### src/rtl/pjq_pkg.sv
// Package for the priority job queue: request/response structs, opcodes,
// status codes and sequencer states. No dependencies.
`timescale 1ns / 1ps

package pjq_pkg;

    localparam int PRIO_W      = 8;
    localparam int JOB_COUNT_W = 5;
    localparam int HEAD_ID_W   = 16;

    // Opcodes
    localparam logic [1:0] OP_ADD    = 2'd0;
    localparam logic [1:0] OP_FINISH = 2'd1;
    localparam logic [1:0] OP_SORT   = 2'd2;

    // Status codes
    localparam logic [1:0] ST_OK    = 2'd0;
    localparam logic [1:0] ST_FULL  = 2'd1;
    localparam logic [1:0] ST_EMPTY = 2'd2;

    typedef struct packed {
        logic [1:0]        opcode;
        logic [PRIO_W-1:0] priority_req;
    } t_job_req;

    typedef struct packed {
        logic [1:0]             status;
        logic [JOB_COUNT_W-1:0] job_count;
        logic                   head_valid;
        logic [PRIO_W-1:0]      head_priority;
        logic [HEAD_ID_W-1:0]   head_id;
    } t_job_rsp;

    typedef enum logic [2:0] {
        S_IDLE,
        S_HEAD_RD,
        S_HEAD_CAP,
        S_PASS_START,
        S_PASS_LOAD,
        S_PASS_CMP,
        S_PASS_END
    } t_state;

endpackage

### src/rtl/priority_job_queue_core.sv
// Priority job queue top level: circular job buffer in a memory, one shared
// compare unit driven by a bubble-pass sequencer. Depends on pjq_pkg.
`timescale 1ns / 1ps

// Usage:
//   Requests (opcode, priority_req) come in on i_valid/o_ready; every request
//   gives exactly one response (status, job_count, head job) on o_valid/i_ready.
//   o_ready is high only while the sequencer is idle; one request is worked on
//   at a time.
// Sequencing:
//   Add, finish and unused opcodes: after the request transfer come the head
//   read and the head capture, which registers the response; a new request
//   can transfer only once the sequencer is back in idle.
//   Sort of n jobs: bubble passes through the single compare unit; a pass over
//   L jobs runs start, load, the compares and end; L runs from n down to 2, and
//   sorting stops early after a pass with no swap. Head read and head capture
//   then build the response.
// The memory port (one write, one registered read per cycle) and the single
// comparator pace this work.
// Reset: clears count, head/tail pointers, id counter and response valid. The
// job memory is not cleared; only data read from slots holding live jobs is used.
// Stall: a response waits in the output register; the sequencer holds its last
// state until the response register is free.
module priority_job_queue_core #(
    parameter int QUEUE_DEPTH = 16,
    parameter int ID_BITS     = 16
) (
    input  logic               i_clk,
    input  logic               i_rst_n,
    input  logic               i_valid,
    output logic               o_ready,
    input  pjq_pkg::t_job_req  i_data,
    output logic               o_valid,
    input  logic               i_ready,
    output pjq_pkg::t_job_rsp  o_data
);

    localparam int AW = (QUEUE_DEPTH > 1) ? $clog2(QUEUE_DEPTH) : 1;
    localparam int CW = $clog2(QUEUE_DEPTH + 1);
    localparam int EW = pjq_pkg::PRIO_W + ID_BITS;

    // Circular pointer increment with wrap at the depth
    function automatic logic [AW-1:0] ptr_inc(input logic [AW-1:0] p);
        ptr_inc = (p == AW'(QUEUE_DEPTH - 1)) ? '0 : p + 1'b1;
    endfunction

    // Shared compare unit: true if job a must stand before job b
    function automatic logic goes_first(input logic [EW-1:0] a, input logic [EW-1:0] b);
        logic [pjq_pkg::PRIO_W-1:0] pa;
        logic [pjq_pkg::PRIO_W-1:0] pb;
        pa = a[EW-1 -: pjq_pkg::PRIO_W];
        pb = b[EW-1 -: pjq_pkg::PRIO_W];
        if (pa != pb) begin
            goes_first = pa > pb;
        end else begin
            goes_first = a[ID_BITS-1:0] < b[ID_BITS-1:0];
        end
    endfunction

    // Job memory
    logic [EW-1:0] mem [QUEUE_DEPTH];
    logic          mem_we;
    logic [AW-1:0] mem_waddr;
    logic [EW-1:0] mem_wdata;
    logic [AW-1:0] mem_raddr;
    logic [EW-1:0] r_rd_data;

    always_ff @(posedge i_clk) begin
        if (mem_we) begin
            mem[mem_waddr] <= mem_wdata;
        end
        r_rd_data <= mem[mem_raddr];
    end

    // Control and datapath registers
    pjq_pkg::t_state   r_state, n_state;
    logic [AW-1:0]     r_head, n_head;
    logic [AW-1:0]     r_tail, n_tail;
    logic [CW-1:0]     r_count, n_count;
    logic [ID_BITS-1:0] r_next_id, n_next_id;
    logic [1:0]        r_status, n_status;
    logic [EW-1:0]     r_carry, n_carry;
    logic [AW-1:0]     r_pos, n_pos;
    logic [CW-1:0]     r_left, n_left;
    logic [CW-1:0]     r_pass_len, n_pass_len;
    logic              r_swapped, n_swapped;
    logic              r_o_valid, n_o_valid;
    pjq_pkg::t_job_rsp r_o_data, n_o_data;

    logic [AW-1:0] pos_nx;
    logic          x_first;
    logic          out_free;

    assign pos_nx   = ptr_inc(r_pos);
    assign x_first  = goes_first(r_rd_data, r_carry);
    assign out_free = !r_o_valid || i_ready;

    always_ff @(posedge i_clk) begin
        if (!i_rst_n) begin
            r_state   <= pjq_pkg::S_IDLE;
            r_head    <= '0;
            r_tail    <= '0;
            r_count   <= '0;
            r_next_id <= '0;
            r_o_valid <= 1'b0;
        end else begin
            r_state   <= n_state;
            r_head    <= n_head;
            r_tail    <= n_tail;
            r_count   <= n_count;
            r_next_id <= n_next_id;
            r_o_valid <= n_o_valid;
        end
    end

    // Payload and sequencer work registers
    always_ff @(posedge i_clk) begin
        r_status   <= n_status;
        r_carry    <= n_carry;
        r_pos      <= n_pos;
        r_left     <= n_left;
        r_pass_len <= n_pass_len;
        r_swapped  <= n_swapped;
        r_o_data   <= n_o_data;
    end

    // Next state and outputs
    always_comb begin
        n_state    = r_state;
        n_head     = r_head;
        n_tail     = r_tail;
        n_count    = r_count;
        n_next_id  = r_next_id;
        n_status   = r_status;
        n_carry    = r_carry;
        n_pos      = r_pos;
        n_left     = r_left;
        n_pass_len = r_pass_len;
        n_swapped  = r_swapped;
        n_o_data   = r_o_data;
        n_o_valid  = r_o_valid && !i_ready;
        mem_we     = 1'b0;
        mem_waddr  = r_pos;
        mem_wdata  = r_carry;
        mem_raddr  = r_head;
        o_ready    = 1'b0;

        case (r_state)
            pjq_pkg::S_IDLE: begin
                o_ready = 1'b1;
                if (i_valid) begin
                    n_status = pjq_pkg::ST_OK;
                    n_state  = pjq_pkg::S_HEAD_RD;
                    case (i_data.opcode)
                        pjq_pkg::OP_ADD: begin
                            if (r_count == CW'(QUEUE_DEPTH)) begin
                                n_status = pjq_pkg::ST_FULL;
                            end else begin
                                mem_we    = 1'b1;
                                mem_waddr = r_tail;
                                mem_wdata = {i_data.priority_req, r_next_id};
                                n_tail    = ptr_inc(r_tail);
                                n_count   = r_count + 1'b1;
                                n_next_id = r_next_id + 1'b1;
                            end
                        end
                        pjq_pkg::OP_FINISH: begin
                            if (r_count == '0) begin
                                n_status = pjq_pkg::ST_EMPTY;
                            end else begin
                                n_head  = ptr_inc(r_head);
                                n_count = r_count - 1'b1;
                            end
                        end
                        pjq_pkg::OP_SORT: begin
                            if (r_count > CW'(1)) begin
                                n_pass_len = r_count;
                                n_state    = pjq_pkg::S_PASS_START;
                            end
                        end
                        default: begin
                        end
                    endcase
                end
            end

            // Read the head slot; data is registered next cycle
            pjq_pkg::S_HEAD_RD: begin
                mem_raddr = r_head;
                n_state   = pjq_pkg::S_HEAD_CAP;
            end

            // Build the response once the output register is free
            pjq_pkg::S_HEAD_CAP: begin
                mem_raddr = r_head;
                if (out_free) begin
                    n_o_valid            = 1'b1;
                    n_o_data.status      = r_status;
                    n_o_data.job_count   = pjq_pkg::JOB_COUNT_W'(r_count);
                    if (r_count != '0) begin
                        n_o_data.head_valid    = 1'b1;
                        n_o_data.head_priority = r_rd_data[EW-1 -: pjq_pkg::PRIO_W];
                        n_o_data.head_id       =
                            pjq_pkg::HEAD_ID_W'(r_rd_data[ID_BITS-1:0]);
                    end else begin
                        n_o_data.head_valid    = 1'b0;
                        n_o_data.head_priority = '0;
                        n_o_data.head_id       = '0;
                    end
                    n_state = pjq_pkg::S_IDLE;
                end
            end

            // New bubble pass starts at the head
            pjq_pkg::S_PASS_START: begin
                mem_raddr = r_head;
                n_pos     = r_head;
                n_left    = r_pass_len - 1'b1;
                n_swapped = 1'b0;
                n_state   = pjq_pkg::S_PASS_LOAD;
            end

            // Head job becomes the carry; fetch its neighbor
            pjq_pkg::S_PASS_LOAD: begin
                n_carry   = r_rd_data;
                mem_raddr = pos_nx;
                n_state   = pjq_pkg::S_PASS_CMP;
            end

            // One compare per cycle: the job that goes first lands at r_pos
            pjq_pkg::S_PASS_CMP: begin
                mem_we    = 1'b1;
                mem_waddr = r_pos;
                if (x_first) begin
                    mem_wdata = r_rd_data;
                    n_swapped = 1'b1;
                end else begin
                    mem_wdata = r_carry;
                    n_carry   = r_rd_data;
                end
                n_pos     = pos_nx;
                mem_raddr = ptr_inc(pos_nx);
                n_left    = r_left - 1'b1;
                if (r_left == CW'(1)) begin
                    n_state = pjq_pkg::S_PASS_END;
                end
            end

            // Carry settles at the end of the pass
            pjq_pkg::S_PASS_END: begin
                mem_we     = 1'b1;
                mem_waddr  = r_pos;
                mem_wdata  = r_carry;
                n_pass_len = r_pass_len - 1'b1;
                if (r_swapped && (r_pass_len > CW'(2))) begin
                    n_state = pjq_pkg::S_PASS_START;
                end else begin
                    n_state = pjq_pkg::S_HEAD_RD;
                end
            end

            default: begin
                n_state = pjq_pkg::S_IDLE;
            end
        endcase
    end

    assign o_valid = r_o_valid;
    assign o_data  = r_o_data;

endmodule
### config.mk
export PLATFORM = sky130hd
export DESIGN_NAME = priority_job_queue_core
export DESIGN_NICKNAME = d
export VERILOG_FILES = /design/src/rtl/pjq_pkg.sv /design/src/rtl/priority_job_queue_core.sv
export SDC_FILE = /design/constraint.sdc
export NUM_CORES = 1
export LEC_CHECK = 0
export BUFFER_PORTS_ARGS = -buffer_cell sky130_fd_sc_hd__buf_4
export CAP_MARGIN = 20
export CELL_PAD_IN_SITES_DETAIL_PLACEMENT = 0
export CELL_PAD_IN_SITES_GLOBAL_PLACEMENT = 1
export CORE_MARGIN = 4
export CORE_UTILIZATION = 26
export CTS_CLUSTER_DIAMETER = 80
export DETAILED_ROUTE_END_ITERATION = 8
export HOLD_SLACK_MARGIN = 0.05
export PLACE_DENSITY_LB_ADDON = 0.1
export SYNTH_ARGS = -nofsm -noshare
export SYNTH_HDL_FRONTEND = slang
export SYNTH_SLANG_ARGS = --single-unit
### constraint.sdc
create_clock -name i_clk -period 8.5 [get_ports i_clk]
set_input_delay 1.275 -clock i_clk [delete_from_list [all_inputs] [get_ports i_clk]]
set_output_delay 1.275 -clock i_clk [all_outputs]
set_load 0.005 [all_outputs]
; After elaboration in Yosys (flattened, before gate mapping)
; Memories as Yosys holds them, arrays and structs flattened. A register that Yosys moved wholly into a read port is not among the register bits.
; Index checks and enable logic that the tools add are counted.
[totals]
regBits = 106
ramBits = 384
output_inout_bits = 34
elab_cells = 128
mem_count = 1
[classes]
addsub = 9
n_lt_le_gt_ge = 4
eq_ne = 24
muxes = 48
bitwise = 2
reduce_logical = 23
[memory_table]
columns = memory, depth, word_bits, rd, rd_ports_with_merged_regs, write_ports, line
row1 = mem, 16, 24, 1, 1, 1, priority_job_queue_core.sv:61  ; logic [EW-1:0] mem [QUEUE_DEPTH];
[op_table]
columns = op, n
row1 = $mux W24, 5
row2 = $pmux W24 S2, 2
row3 = $mux W4, 8
row4 = $pmux W5 S2, 3
row5 = $mux W25, 1
row6 = $mux W5, 5
row7 = $pmux W3 S7, 1
row8 = $add A16 B1 Y16 const B, 1
row9 = $add A4 B1 Y4 const B, 4
row10 = $eq A4 B4 Y1 const B, 4
row11 = $lt A16 B16 Y1, 1
row12 = $ne A2 B2 Y1 const B, 8
row13 = $pmux W4 S2, 2
row14 = $sub A5 B1 Y5 const B, 3
row15 = $reduce_and A4 Y1, 3
row16 = $mux W1, 11
row17 = $eq A3 B3 Y1 const B, 3
row18 = $mux W3, 3
row19 = $gt A8 B8 Y1, 1
row20 = $mux W2, 4
row21 = $ne A8 B8 Y1, 1
row22 = $reduce_and A2 Y1, 4
row23 = $reduce_bool A2 Y1, 4
row24 = $eq A3 B2 Y1 const B, 2
row25 = 22 further kinds, 26

; Depth between registers and ports, before layout
; Gate-level depths: netlist of the first run.
[depth]
depth_word = 7
depth_mapped = 11
ltp_nobuf = 9

; Worst setup path before layout of the first run
; OpenSTA, ideal clock, no wires.
[synth_path]
path_kind = input-to-reg
from = in i_ready
to = reg r_o_data, in the netlist o_data[0] (enable)
arrival_time_ns = 4.394
path_slack_ns = 3.605
path_stages = 2
path_buffers = 0
path_cell_list = nor2b_1 -> nor4_1
[synth_between]
elab_chain_len = 2
[synth_rtl]
columns = element, line
row1 = from (decl), priority_job_queue_core.sv:34  ; input logic i_ready,
row2 = $logic_or A1 B1 Y1, priority_job_queue_core.sv:96  ; assign out_free = !r_o_valid || i_ready;
row3 = $reduce_and A2 Y1 (no line), -
row4 = to (signal assigned), priority_job_queue_core.sv:124  ; r_o_data <= n_o_data;
row5 = to (decl), priority_job_queue_core.sv:88  ; pjq_pkg::t_job_rsp r_o_data, n_o_data;
; No other way between the ends.
; A chain may end at the register's enable or synchronous reset.

; Final worst setup path of the first run
[layout_path]
from = reg r_pos[0]
to = reg r_rd_data[8] (read register of mem)
[layout_between]
elab_chain_len = 5
word_cells_on_any_way = 7
classes_between = 2 x add/sub / 2 x eq/ne / 3 x mux
[layout_rtl]
columns = element, line
row1 = from (decl), priority_job_queue_core.sv:83  ; logic [AW-1:0] r_pos, n_pos;
row2 = from (signal assigned), priority_job_queue_core.sv:120  ; r_pos <= n_pos;
row3 = $add A4 B1 Y4 / $eq A4 B4 Y1 (equally long branches), priority_job_queue_core.sv:44  ; ptr_inc = (p == AW'(QUEUE_DEPTH - 1)) ? '0 : p + 1'b1;
row4 = $mux W4 (*), priority_job_queue_core.sv:44
row5 = $add A4 B1 Y4 / $eq A4 B4 Y1 (equally long branches), priority_job_queue_core.sv:44
row6 = $mux W4, priority_job_queue_core.sv:44
row7 = $pmux W4 S2 (*), priority_job_queue_core.sv:148  ; case (r_state)
row8 = to (decl), priority_job_queue_core.sv:66  ; logic [EW-1:0] r_rd_data;
; Mark *: on every way between the ends. The rest lies on a longest branch, timed or not.

==> summary.md, run 1 <==
| Metric | Value |
|---|---|
| Status | `finished, final reports clean` |
| Fmax achieved | `253 MHz` |
| Starting Density | `0.264` |
| CP top delay family | `buffers and inverters` |
| Vias in the first global route | `11,069` |
| Synthesized area | `0.0206 sq mm` |
| # hold bufs at CTS | `0` |
| Post-CTS resize count | `0` |
| Clk_lat worst skew | `630 ps` |
| Largest net degree at the start of global routing | `97` |
| Yosys cell types | `58` |
| Yosys warnings | `0` |
| Crit path DAT | `4450 ps` |
| Routed len/inst | `23.6 um` |
| Prevailing post-synth register cell | `edfxtp_1` |
| DRC | `0` |
| Least-Margin Pin Slew | `1080 ps` |
| FP Rows | `102` |
| Detailed Routing Iterations Pass 1 | `5` |
| Crit Path Category | `flop to flop` |
| Synthesized net count | `1,225` |
| Total GRT Usage | `0.132` |
| Antenna violations before repair | `1` |
| Period minus WS final | `3950 ps` |
| First-pass GRT wire length | `79.9 mm` |
| Avg Inst Size Synth | `17.5 sq um` |
| Endpoint class of the critical path | `flop` |
| Max-cap viol count | `0` |
| CTS tree | `done` |
| Slowest CP cell | `buf_4` |
| Critical path cell sequence | `ha_1 -> xor2_1 -> mux2i_1 -> o21ai_4 -> buf_4 -> buf_4 -> mux4_2 -> a22oi_1 -> nand2_1` |
| Async set-reset flop share out of synthesis | `0` |
| Relative slew margins | `0.277` |
| Most frequent cells in the layout | `edfxtp_1 (457), mux4_2 (96), nand2_1 (71)` |
| Share of layout cells above drive strength 1 | `0.219` |
| Worst-path maximum fanout | `54` |
| Pre-CTS WS | `4130 ps` |
| CTS Root Cell | `clkbuf_16` |
| Die W | `289 um` |
| CP peak stage delay | `810 ps` |
| Number of buffers added on ports | `47` |
| Placed cell areas | `0.0223 sq mm` |
| Via density per instance | `4.60` |
| Die Area | `0.0838 sq mm` |
| Endpoints failing setup | `0` |
| DR vias | `10,749` |
| I/O pin cnt | `48` |
| Clock Path Buffers | `3` |
| Most used cell along the critical path | `buf_4` |
| Setup crit start kind | `flop` |
| Pwr/cell area | `234 mW/mm^2` |
| Final Util | `0.312` |
| Maximum vdd drop | `0.152 mV` |
| ANT nets after route | `0` |
| Flop and latch count out of synthesis | `514` |
| Worst path bufs/invs | `2` |
| Total detailed-routing wirelength | `55.2 mm` |
| Core Region | `0.0780 sq mm` |
| Commonest non-fill, non-tap cell in the layout | `edfxtp_1` |
| Chip height | `289 um` |
| EDFF count, synth | `457` |
| Design area | `0.0243 sq mm` |
| Iter 0 DRT Violations | `731` |
| Final WS setup | `4550 ps` |
| Worst hold path type | `flop to flop` |
| Post-CTS Setup Bufs | `0` |
| Synthesis-to-finish area growth | `18.0%` |
| Routability Congestion | `0.688` |
| Leakage | `7.85 nW` |
| Nets | `1,296` |
| Reg clk slew, reported paths | `60 ps` |
| Total CTS buffers | `58` |
| CP Data Required Time | `9000 ps` |
| Slew Viols, Final | `0` |
| RSZ-0062 raised after global routing | `no` |
| HPWL after DPL | `34.0 mm` |
| Fin Clk Skew | `21.0 ps` |
| Sequential area share after synthesis | `0.722` |
| Overflow after GRT | `0` |
| CTS sink cnt | `514` |
| Post-Synthesis Cells | `1,174` |
| H-tree depth reported by CTS | `2` |
| Final Hold Violating Endpoints | `0` |
| Setup TNS | `0 ps` |
| Final Cycle Share | `0.464` |
## worst register-to-register path: cells and delay by family, from the launching register on
| kind | cells | cell delay, ps |
|---|---|---|
| buffers and inverters | 2 | 1460 |
| XOR/XNOR | 1 | 280 |
| adder cells (fa/ha/maj) | 1 | 310 |
| flip-flops | 1 | 530 |
| multiplexers | 2 | 640 |
| AND/OR/NAND/NOR | 1 | 90 |
| AO/OA/AOI/OAI | 2 | 520 |
## cells by family (layout without fill, tap and decap cells)
logic type | count (synthesis) | in the layout | share of synthesized area
muxes | 101 | 101 | 0.107
adders and majority gates | 37 | 37 | 0.0225
xor gates and xnor gates | 29 | 29 | 0.0123
other | 0 | 1 | 0
buffers and inverters | 92 | 213 | 0.0188
and+or+nand+nor | 242 | 242 | 0.0611
DFF | 514 | 514 | 0.722
AOI/OAI and AO/OA | 159 | 159 | 0.0563
## report_power, final
part	switching, mW	internal, mW	total [mW]
logic	0.180	0.103	0.282
registers	0.0438	2.80	2.85
clock network	1.06	1.51	2.56
## metal layers
metal	routed length, um	part of all wire	global-route usage	vias to the layer above
met5	13	0.00024	0	-
met1	27500	0.50	0.198	5669
met3	2530	0.046	0.0259	73
met2	24100	0.44	0.196	202
met4	1030	0.019	0.0309	2
li1	-	-	-	4803
## flip-flops by register name, summed over array words and instances (netlist names), 5 cells and up
register and count:
r_next_id 16, r_rd_data 24, r_count 5, o_data 32
r_carry 24, r_pass_len 5, mem 384, r_left 5
## final timing paths
| check | startpoint | endpoint | slack, ps | cells past startpoint |
|---|---|---|---|---|
| max reg2reg | r_pos[0]$_DFFE_PP_ | r_rd_data[8]$_DFF_P_ | 4550 | 9 |
| max | r_pos[0]$_DFFE_PP_ | r_rd_data[8]$_DFF_P_ | 4550 | 9 |
| min | r_status[1]$_DFFE_PP_ | o_data[31]$_DFFE_PP_ | 460 | 0 |
| min reg2reg | r_status[1]$_DFFE_PP_ | o_data[31]$_DFFE_PP_ | 460 | 0 |
## layout make-up
type	count	area [sq um]
fill	7634	53700
sequential	514	14900
multi-input combinational	568	5520
clock buffer	76	1590
tap	1040	1300
timing repair buffer	61	490
clock inverter	34	379
inverter	42	158
antenna	1	2.50
## per-stage QoR
stage | power (mW) | std cells | hold slack [ps]
2_1_floorplan | 3.04 | 1174 | 400
3_3_place_gp | 3.18 | 2224 | 488
3_5_place_dp | 3.19 | 2224 | 487
4_1_cts | 5.78 | 2334 | 481
5_1_grt | 5.92 | 2335 | 479
6_report | 5.69 | 2336 | 461
## cell usage after synthesis (10+ instances only)
library cell	instances	area (sq um)
a21o_1	11	82.6
a21oi_1	22	110
a221o_1	23	230
a22oi_1	49	368
and2_1	61	382
buf_2	15	75.1
clkbuf_1	28	105
dfxtp_1	57	1140
edfxtp_1	457	13700
ha_1	37	463
inv_1	41	154
mux4_2	96	2160
nand2_1	71	267
nand4_1	11	68.8
nor2_1	49	184
nor3_1	13	65.1
o21ai_0	18	90.1
xnor2_1	19	166
xor2_1	10	87.6
No activity file was read; power rests on OpenSTA's default activity.
==> run 2, diff against run 1 <==
- clock period: 8.5 -> 4.1 ns (I/O delays scaled with it)
==> summary.md, run 2 (same netlist as run 1, synthesis figures left out) <==
| Metric | Value |
|---|---|
| Status | `finished, final reports clean (unchanged)` |
| Slew Viols, Final | `0 (unchanged)` |
| ANT nets after route | `0 (unchanged)` |
| Pwr/cell area | `474 mW/mm^2 (was 234 mW/mm^2)` |
| Reg clk slew, reported paths | `60 ps (about the same)` |
| Worst r2r path cells | `11 (was 9)` |
| Share of layout cells above drive strength 1 | `0.256 (was 0.219)` |
| Die W | `289 um (unchanged)` |
| Post-CTS resize count | `0 (unchanged)` |
| Clock Path Buffers | `3 (unchanged)` |
| Post-CTS Setup Bufs | `0 (unchanged)` |
| Setup TNS | `0 ps (unchanged)` |
| DR vias | `11,007 (was 10,749)` |
| Least-Margin Pin Slew | `1100 ps (was 1080 ps)` |
| Iter 0 DRT Violations | `769 (was 731)` |
| Clk_lat worst skew | `640 ps (was 630 ps)` |
| Relative slew margins | `0.260 (was 0.277)` |
| Fmax achieved | `276 MHz (was 253 MHz)` |
| Total detailed-routing wirelength | `58.9 mm (was 55.2 mm)` |
| Chip height | `289 um (unchanged)` |
| Vias in the first global route | `11,628 (was 11,069)` |
| Nets | `1,366 (was 1,296)` |
| # hold bufs at CTS | `0 (unchanged)` |
| First-pass GRT wire length | `85.1 mm (was 79.9 mm)` |
| RSZ-0062 raised after global routing | `no (unchanged)` |
| Number of buffers added on ports | `47 (unchanged)` |
| Via density per instance | `4.58 (was 4.60)` |
| DRC | `0 (unchanged)` |
| Worst hold path type | `primary input to flop (was flop to flop)` |
| Biggest register | `mem (unchanged)` |
| Reg-to-reg setup timing slack | `470 ps (was 4550 ps)` |
| Worst-path maximum fanout | `23 (was 54)` |
| CTS tree | `done (unchanged)` |
| CTS Root Cell | `clkbuf_16 (unchanged)` |
| I/O pin cnt | `48 (unchanged)` |
| Final Cycle Share | `0.885 (was 0.464)` |
| Crit Path Category | `flop to flop (unchanged)` |
| Total CTS buffers | `60 (was 58)` |
| Hold depth | `3 (was 0)` |
| Starting Density | `0.264 (unchanged)` |
| Largest net degree at the start of global routing | `48 (was 97)` |
| Leakage | `8.26 nW (was 7.85 nW)` |
| Total GRT Usage | `0.142 (was 0.132)` |
| FP Rows | `102 (unchanged)` |
| Overflow after GRT | `0 (unchanged)` |
| Crit path DAT | `3990 ps (was 4450 ps)` |
| Commonest non-fill, non-tap cell in the layout | `edfxtp_1 (unchanged)` |
| Antenna Cells | `0 (was 1)` |
| Routed len/inst | `24.5 um (was 23.6 um)` |
| Endpoint class of the critical path | `flop (unchanged)` |
| Maximum vdd drop | `0.297 mV (was 0.152 mV)` |
| Detailed Routing Iterations Pass 1 | `5 (unchanged)` |
| Routability Congestion | `0.722 (was 0.688)` |
| Max FFs per register | `384 (unchanged)` |
| Max-cap viol count | `0 (unchanged)` |
| Most frequent cells in the layout | `edfxtp_1 (457), buf_4 (114), mux4_2 (96) (was edfxtp_1 (457), mux4_2 (96), nand2_1 (71))` |
| Pre-CTS WS | `517 ps (was 4130 ps)` |
| Die Area | `0.0838 sq mm (unchanged)` |
| Synthesis-to-finish area growth | `21.4% (was 18.0%)` |
| Endpoints failing setup | `0 (unchanged)` |
| Period minus WS final | `3630 ps (was 3950 ps)` |
| CTS sink cnt | `514 (unchanged)` |
| H-tree depth reported by CTS | `2 (unchanged)` |
| Antenna violations before repair | `1 (unchanged)` |
| Final Hold Violating Endpoints | `0 (unchanged)` |
| Setup crit start kind | `flop (unchanged)` |
| Core Region | `0.0780 sq mm (unchanged)` |
| HPWL after DPL | `37.2 mm (was 34.0 mm)` |
| Fin Clk Skew | `30.0 ps (was 21.0 ps)` |
| Final WS setup | `472 ps (was 4550 ps)` |
| CP Data Required Time | `4460 ps (was 9000 ps)` |
[run 2: changes by cell type in the layout (fill, tap and decap cells not counted), moves of 2 or more]
cell / previous run / this run
buf_4: 59 / 114
buf_12: 1 / 14
clkbuf_1: 11 / 16
clkinvlp_4: 8 / 4
clkbuf_8: 7 / 10
bufinv_16: 6 / 4
clkbuf_16: 58 / 60
clkinv_1: 6 / 4
[run 2: metrics by stage]
stage / instance area, sq um / util / hold WS, ps / power (mW) / std cells
6_report: 25000 / 0.321 / 362 / 11.8 / 2405
5_1_grt: 25000 / 0.321 / 353 / 12.4 / 2405
4_1_cts: 25000 / 0.321 / 331 / 12.1 / 2405
3_5_place_dp: 23000 / 0.295 / 456 / 6.65 / 2293
3_3_place_gp: 23000 / 0.295 / 446 / 6.65 / 2292
2_1_floorplan: 20600 / - / 400 / 6.31 / 1174
[run 2: cell type report]
class                           instances  area [sq um]
Fill cell                            7559         53000
Sequential cell                       514         14900
Multi-Input combinational cell        568          5530
Clock buffer                           86          1700
Tap cell                             1040          1300
Timing Repair Buffer                  129          1160
Clock inverter                         26           280
Inverter                               42           158
[run 2: layer usage]
| metal | global-route usage | vias to the layer above | routed length [um] |
|---|---|---|---|
| met2 | 0.231 | 199 | 28200 |
| li1 | - | 4935 | - |
| met1 | 0.200 | 5804 | 27400 |
| met4 | 0.0347 | 0 | 1040 |
| met3 | 0.0212 | 69 | 2230 |
| met5 | 0 | - | 0 |
[run 2: report_power, final]
part	internal [mW]	leakage [nW]	switching (mW)	total, mW
Combinational	0.254	2.69	0.402	0.656
Sequential	5.81	4.60	0.0630	5.87
Clock	3.13	0.964	2.18	5.32
[run 2: worst max-delay path, stage by stage, from the launching register on]
cell,delay (ps)
edfxtp_1,390
inv_1,60
ha_1,340
a21o_1,170
a21o_1,180
a21oi_1,350
a2bb2oi_1,390
nand4_1,290
o211a_1,280
buf_4,260
a221o_1,400
buf_4,210
[run 2: worst paths after layout]
kind / from / to
worst min register to register: r_rd_data[16]$_DFF_P_ / r_carry[16]$_DFFE_PP_
worst max register to register: r_carry[9]$_DFFE_PP_ / mem[10][20]$_DFFE_PP_
worst max-delay path: r_carry[9]$_DFFE_PP_ / mem[10][20]$_DFFE_PP_
worst min-delay path: i_rst_n / r_state[1]$_SDFFE_PN0P_
